<file path="src/hdl/rrfc_pkg.sv">
// Shared types and constants for the receive ring frame checker.
`default_nettype none

package rrfc_pkg;

  localparam int unsigned PAGE_W     = 8;
  localparam int unsigned COUNT_W    = 16;
  localparam int unsigned TOTAL_W    = 32;
  localparam int unsigned CFG_INDEX_W = 2;
  localparam int unsigned CFG_DATA_W = 8;

  localparam logic [CFG_INDEX_W-1:0] CFG_RING_START = 2'd0;
  localparam logic [CFG_INDEX_W-1:0] CFG_RING_STOP  = 2'd1;

  localparam logic [PAGE_W-1:0] RING_START_RESET = 8'd70;
  localparam logic [PAGE_W-1:0] RING_STOP_RESET  = 8'd128;
  localparam logic [PAGE_W-1:0] BOUNDARY_RESET   = RING_STOP_RESET - 8'd1;

  localparam logic [COUNT_W-1:0] HDR_BYTES   = 16'd4;
  localparam logic [COUNT_W-1:0] MIN_PAYLOAD = 16'd60;
  localparam logic [COUNT_W-1:0] MAX_PAYLOAD = 16'd1518;
  localparam logic [7:0]         STATUS_MASK = 8'h0f;
  localparam logic [7:0]         STATUS_OK   = 8'h01;

  typedef enum logic [2:0] {
    VERDICT_EMPTY     = 3'd0,
    VERDICT_ACCEPT    = 3'd1,
    VERDICT_NO_BUFFER = 3'd2,
    VERDICT_BAD_LEN   = 3'd3,
    VERDICT_BAD_STAT  = 3'd4,
    VERDICT_PTR_ERR   = 3'd5
  } verdict_t;

  typedef struct packed {
    logic [PAGE_W-1:0]  write_page;
    logic [7:0]         hdr_status;
    logic [PAGE_W-1:0]  hdr_next;
    logic [COUNT_W-1:0] hdr_count;
    logic               host_buffer_free;
  } frame_in_t;

  // classified frame, passed from front to back
  typedef struct packed {
    verdict_t           verdict;
    logic [COUNT_W-1:0] frame_offset;
    logic [COUNT_W-1:0] payload_len;
    logic [PAGE_W-1:0]  new_boundary;
  } frame_rec_t;

  typedef struct packed {
    verdict_t           verdict;
    logic [COUNT_W-1:0] frame_offset;
    logic [COUNT_W-1:0] payload_len;
    logic [PAGE_W-1:0]  new_boundary;
    logic [TOTAL_W-1:0] error_total;
    logic [TOTAL_W-1:0] packet_total;
    logic [TOTAL_W-1:0] drop_total;
  } result_t;

endpackage

`default_nettype wire

</file>
<file path="src/hdl/rrfc_front.sv">
// Front end: ring registers, boundary page tracking and frame classification.
`default_nettype none

module rrfc_front
  import rrfc_pkg::*;
(
  input  wire logic                   clk,
  input  wire logic                   rst,
  input  wire logic                   cfg_write,
  input  wire logic [CFG_INDEX_W-1:0] cfg_index,
  input  wire logic [CFG_DATA_W-1:0]  cfg_data,
  input  wire logic                   push,
  input  wire frame_in_t              item,
  input  wire logic                   q_full,
  output logic                        rec_valid,
  output frame_rec_t                  rec
);

  logic [PAGE_W-1:0] ring_start;
  logic [PAGE_W-1:0] ring_stop;
  logic [PAGE_W-1:0] boundary;
  logic [PAGE_W-1:0] boundary_next;

  logic [PAGE_W:0]    frame_inc;
  logic [PAGE_W-1:0]  frame_page;
  logic [PAGE_W-1:0]  next_page;
  logic signed [10:0] frame_w;
  logic signed [10:0] next_w;
  logic signed [10:0] npages;
  logic signed [10:0] exp0;
  logic signed [10:0] exp1;
  logic               ring_empty;
  logic               ptr_ok;
  logic               len_bad;
  logic               stat_ok;

  assign rec_valid = push && !q_full;

  always_ff @(posedge clk) begin
    if (rst) begin
      ring_start <= RING_START_RESET;
      ring_stop  <= RING_STOP_RESET;
    end else if (cfg_write) begin
      case (cfg_index)
        CFG_RING_START: ring_start <= cfg_data;
        CFG_RING_STOP:  ring_stop  <= cfg_data;
        default: ;
      endcase
    end
  end

  always_ff @(posedge clk) begin
    if (rst) begin
      boundary <= BOUNDARY_RESET;
    end else if (rec_valid) begin
      boundary <= boundary_next;
    end
  end

  always_comb begin
    frame_inc  = {1'b0, boundary} + 9'd1;
    frame_page = (frame_inc >= {1'b0, ring_stop}) ? ring_start : frame_inc[PAGE_W-1:0];
    ring_empty = (frame_page == item.write_page);

    // next-page check is done on plain integers, no wrap
    frame_w = $signed({3'b000, frame_page});
    next_w  = $signed({3'b000, item.hdr_next});
    npages  = $signed({3'b000, ring_stop}) - $signed({3'b000, ring_start});
    exp0    = frame_w + 11'sd1 + $signed({3'b000, item.hdr_count[15:8]});
    exp1    = exp0 + 11'sd1;
    ptr_ok  = (next_w == exp0) || (next_w == exp1) ||
              (next_w == exp0 - npages) || (next_w == exp1 - npages);

    len_bad = (item.hdr_count < MIN_PAYLOAD + HDR_BYTES) ||
              (item.hdr_count > MAX_PAYLOAD + HDR_BYTES);
    stat_ok = ((item.hdr_status & STATUS_MASK) == STATUS_OK);

    next_page = (item.hdr_next >= ring_stop) ? ring_start : item.hdr_next;

    rec.frame_offset = {frame_page, 8'h00};
    rec.payload_len  = (item.hdr_count < HDR_BYTES) ? '0 : item.hdr_count - HDR_BYTES;
    boundary_next    = next_page - 8'd1;

    if (ring_empty) begin
      rec.verdict      = VERDICT_EMPTY;
      rec.payload_len  = '0;
      boundary_next    = boundary;
    end else if (!ptr_ok) begin
      rec.verdict   = VERDICT_PTR_ERR;
      boundary_next = item.write_page - 8'd1;
    end else if (len_bad) begin
      rec.verdict = VERDICT_BAD_LEN;
    end else if (!stat_ok) begin
      rec.verdict = VERDICT_BAD_STAT;
    end else if (item.host_buffer_free) begin
      rec.verdict = VERDICT_ACCEPT;
    end else begin
      rec.verdict = VERDICT_NO_BUFFER;
    end
    rec.new_boundary = boundary_next;
  end

endmodule

`default_nettype wire

</file>
<file path="config.mk">
export PLATFORM = sky130hd
export DESIGN_NAME = rrfc_front
export DESIGN_NICKNAME = d
export VERILOG_FILES = /design/src/hdl/rrfc_pkg.sv /design/src/hdl/rrfc_front.sv
export SDC_FILE = /design/constraint.sdc
export NUM_CORES = 1
export LEC_CHECK = 0
export BUFFER_PORTS_ARGS = -buffer_cell sky130_fd_sc_hd__buf_2
export CORE_AREA = 4 4 114 116
export DETAILED_ROUTE_END_ITERATION = 8
export DIE_AREA = 0 0 118 120
export PLACE_DENSITY = 0.64
export SLEW_MARGIN = 20
export SYNTH_ARGS = -nofsm -noshare
export SYNTH_HDL_FRONTEND = slang
export SYNTH_SLANG_ARGS = --single-unit
</file>
<file path="constraint.sdc">
create_clock -name clk -period 26.5 [get_ports clk]
set_clock_uncertainty 0.2 [all_clocks]
set_input_delay 5.3 -clock clk [delete_from_list [all_inputs] [get_ports clk]]
set_output_delay 5.3 -clock clk [all_outputs]
set_load 0.03 [all_outputs]
</file>
Word level (Yosys, flattened, before mapping):

Cells that the tools add are included.

* bits of input ports: 56
* output and inout bits: 44
* register bits: 24
* logic and storage cells: 45

* muxes and demuxes: 11
* $lt $le $gt $ge: 5
* add/subtract/negate cells: 10
* reduce and logical (&&, ||, !) cells: 9
* equal/unequal tests: 7

Operators by type and width (number)
* equality test 9 x 11 -> 1 bit: 3
* two-way mux 16 bit: 2
* two-way mux 8 bit: 4
* subtractor 11 x 9 -> 11 bit: 2
* adder 8 x 1 -> 9 bit, second input constant: 2
* greater-than comparator 16 x 11 -> 1 bit, second input constant: 1
* < comparator 16 x 3 -> 1 bit, second input constant: 1
* < comparator 16 x 7 -> 1 bit, second input constant: 1
* subtractor 16 x 3 -> 16 bit, second input constant: 1
* subtractor 8 x 1 -> 8 bit, second input constant: 2
* two-way mux 3 bit: 4
* adder 10 x 1 -> 11 bit, second input constant: 1
* adder 9 x 8 -> 10 bit: 1
* equality test 8 x 10 -> 1 bit: 1
* greater-or-equal comparator 9 x 8 -> 1 bit: 1
* subtractor 8 x 8 -> 9 bit: 1
* equality test 8 bit: 1
* greater-or-equal comparator 8 bit: 1
* equality test 4 x 1 -> 1 bit, second input constant: 1
* logical OR 1 bit: 4
* AND reduction 2 bit: 2
* equality test 2 x 1 -> 1 bit, second input constant: 1
* logical NOT 2 bit: 1
* two-way mux 2 bit: 1
* other kinds (2): 2

Longest topological paths before layout:

* depth after elaboration: 12
* gate-level depth with buffers: 40
* gate-level depth less buffers: 39

Worst setup path before layout:

OpenSTA, ideal clock, no wires.

* path kind: in2out
* from: input port item[9] (netlist name)
* to: output port rec[6] (netlist name)
* arrival time: 10.268 ns
* slack: 10.732 ns
* stages on the path: 25
* data required time: 21.000 ns
* cell sequence: inv_1 ha_1 fa_1 and2b_2 o22a_2 xor2_2 and3b_4 nand3_1 nor2_1 xnor2_1 ha_1 o22ai_1 or4_1 nor4_1 nand4_1 o211ai_4 a21oi_2 buf_6 mux2i_2 ha_1 nand3_1 nor3_1 xnor2_1 mux2i_1 mux2_2

RTL lines
* start: declaration: line rrfc_front.sv:13 `input wire frame_in_t item,`
* end: declaration: line rrfc_front.sv:16 `output frame_rec_t rec`

==> results.cfg <==
[synth]
synth_async_reset_ratio = 0
yosys_synthesis_warning_count = 0
post_synthesis_instance_total = 690
syn_area_mm2 = 0.00530
yosys.cell_types.count = 91
synth_enable_flop_cells = 0
synth-seq-cells = 24
synthesis.area_per_instance_um2 = 7.69
yosysTopAreaCellShare = 0.142
yosys_most_used_dff = dfxtp_1
synth_seq_area_share = 0.0906
synth.top_cells.by_area = ha_1 14%, dfxtp_1 9.1%, xnor2_1 8.4%, nor2_1 5.9%, mux2i_1 5.3%
post-synth-top-area-cell = ha_1

[place]
finalWeightedCongestion = 0.936
place_worst_setup_slack_ns = 9.62
dp_cells = 901
portBuffers = 87
placedInstanceArea_mm2 = 0.00572
detailedPlacementHpwl_um = 13100

[floorplanning]
io_pins = 100
die_y_um = 120
chipWidth_um = 118
initial_utilization = 0.445
design.die.area_mm2 = 0.0142
placementRows = 40
core_region_area_mm2 = 0.0119

[drt]
via_count = 5227
detail_route.vias_per_cell = 5.78
routed_wire_length_per_instance_um = 17.3
detailedRoute.firstPassIterationCount = 4
remaining_drc_errors = 0
detail_route.iter0.violations = 219
antenna_violating_nets_post_route = 0
drt-total-wl_um = 15600

[global_routing]
global_route.usage.total = 0.210
global_route_wire_length_before_repair_um = 24900
first_global_vias = 5077
grt_max_degree = 22
grt_overflow_total = 0
antenna_found_initial = 0

[finish]
final_design_area_no_fill_mm2 = 0.00583
regArea_um2 = 480
final.fill_count = 1235
share_of_post_route_cells_with_drive_strength_above_1 = 0.179
area_growth_from_synthesis_to_layout_pct = 9.84
antenna_cells = 0
nNetsFinal = 879
multi_input_logic_area_mm2 = 0.00441
number_of_standard_cells_in_the_layout_taps_in_and_fillers_out = 905

[sta]
timing.final.max_slew_violations = 0
final_critical_path_setup_slack_ns = 9.56
setup_viol = 0
layout_worst_path_cycle_share = 0.639
rsz0062_at_grt = no
final-hold-violation-count = 0
max-slew-margin-rel = 0.444
worst_pin_slew_ns = 0.831
clock.fmax_ghz = 0.0590
tns_ns = 0
final_period_minus_worst_setup_slack_ns = 16.94

[clocking]
worstSkewPairLatency_ns = 0.27
cts_setup_buffers = 0
cts_hold_buf = 0
path_clk_slew_ns = 0.07
cts-htree-levels = 1
cts_root_buffer = clkbuf_16
cts-buffers-inserted = 3
cts_tree = done
cts_repair_resize_count = 0
max-clock-path-buffers = 2
cts_num_sinks = 24

[worst_setup_path]
worst_setup_path_end_kind = primary output
rrSetupSlack_ns = 17.21
start_kind = input pin
r2r-start = boundary[0]$_SDFFE_PP1P_
r2r_cells = 36
worstPathArrival_ns = 11.44
startpoint = item[9]
worstSetupPathType = in2out
rr_endpoint = boundary[6]$_SDFFE_PP1P_
worst_setup_path_endpoint = rec[6]
worst-path-max-fanout = 11
worst-endpoint-required_ns = 21.00

[power]
p_total_mw = 0.757
pd_cells_mw_per_mm2 = 130
p_leak_nw = 2.62
vdd_drop_max_uv = 58.2

[worst_hold_path]
hold_depth = 2
hold_class = reg2reg

[run_status]
run_status = completed

[flow_run]
drv.max_cap_violation_count = 0
where the power goes:
group	leakage, nW	total (mW)	switching [mW]	internal [mW]
Clock	0.0511	0.0451	0.0150	0.0301
Sequential	0.196	0.0409	0.00297	0.0380
Combinational	2.37	0.671	0.384	0.287
Total	2.62	0.757	0.402	0.355
metrics by stage:
step | utilization | hold WS, ns
after CTS | 0.489 | 0.348
final | 0.489 | 0.347
after global routing | 0.489 | 0.364
after global placement | 0.480 | 0.327
after floorplan | - | 0.291
after detailed placement | 0.480 | 0.339
critical path: stages:
cell and delay [ns]:
buf_2 0.11, inv_1 0.08, ha_1 0.22, fa_1 0.40, and2b_2 0.29, o22a_2 0.20, xor2_2 0.39, and3b_4 0.31
nand3_1 0.10, nor2_1 0.14, xnor2_1 0.08, ha_1 0.37, o21ai_0 0.28, nor2_1 0.08, a211o_1 0.31, xnor2_1 0.13
nand4_1 0.14, o211ai_4 0.13, a21oi_2 0.56, mux2i_2 0.37, ha_1 0.32, nand3_1 0.16, nor3_1 0.21, xnor2_1 0.15
mux2i_1 0.12, mux2_2 0.30, buf_2 0.18
cells by family (layout without fill, tap and decap cells):
family	after synthesis	after routing	share of synthesized area
DFF	24	24	0.0906
other	1	8	0.000707
AOI/OAI and AO/OA	157	157	0.216
adders and majority gates	64	64	0.157
and+or+nand+nor	246	246	0.242
muxes	38	38	0.0745
buffers and inverters	86	147	0.0845
xor gates and xnor gates	74	74	0.135
placed cells by master (no fill, tap or decap), types with 17 or more instances in the layout:
cell,n
buf_2,87
nand3_1,18
inv_1,54
o21ai_0,23
xnor2_1,51
nor2_1,84
nor3_1,23
a21oi_1,35
xor2_1,17
ha_1,60
nand2_1,37
dfxtp_1,24
mux2i_1,28
Yosys cell counts (all sizes together) (3+ instances only):
master and count:
o21ai 25, nand2b 8, o211ai 10, nand3 20
nor3 23, or3 6, a2bb2oi 5, ha 60
a21boi 3, nand4b 4, xor2 19, nand4 8
nand2 37, and3 5, xnor2 52, o31a 3
or2 3, o31ai 3, nor2b 10, nor4 11
a211o 6, buf 18, inv 55, a21o 10
o41ai 4, nor3b 5, a21oi 36, o22ai 4
mux2i 29, or4 3, dfxtp 24, nor2 84
and2 7, a211oi 10, mux2 9, nand3b 3
fa 4, o21a 12, clkbuf 12
metal layers:
layer / up-vias / track usage / part of all wire
li1: 2592 / - / -
met1: 2470 / 0.255 / 0.43
met2: 136 / 0.389 / 0.51
met3: 29 / 0.0231 / 0.041
met4: 0 / 0.0645 / 0.021
met5: - / 0 / 0
sequential cells by signal, summed over array words and instances, names as in the netlist:
register	count
ring_stop	8
boundary	8
ring_start	8
how the worst min path moves through the flow:
| stage | start | endpoint |
|---|---|---|
| floorplan | ring_stop[2]$_SDFFE_PP0P_ | ring_stop[2]$_SDFFE_PP0P_ |
| global placement | ring_stop[4]$_SDFFE_PP0P_ | ring_stop[4]$_SDFFE_PP0P_ |
| detailed placement | boundary[5]$_SDFFE_PP1P_ | boundary[5]$_SDFFE_PP1P_ |
| CTS | boundary[5]$_SDFFE_PP1P_ | boundary[5]$_SDFFE_PP1P_ |
| global route | boundary[5]$_SDFFE_PP1P_ | boundary[5]$_SDFFE_PP1P_ |
| finish | boundary[5]$_SDFFE_PP1P_ | boundary[5]$_SDFFE_PP1P_ |
layout make-up:
| class | instances | area share |
|---|---|---|
| multi-input combinational | 587 | 0.756 |
| timing repair buffer | 88 | 0.0760 |
| clock inverter | 1 | 0.00515 |
| inverter | 55 | 0.0354 |
| clock buffer | 3 | 0.0129 |
| tap | 147 | 0.0316 |
| sequential | 24 | 0.0825 |
Note: power is estimated with default switching activity, not from simulation.
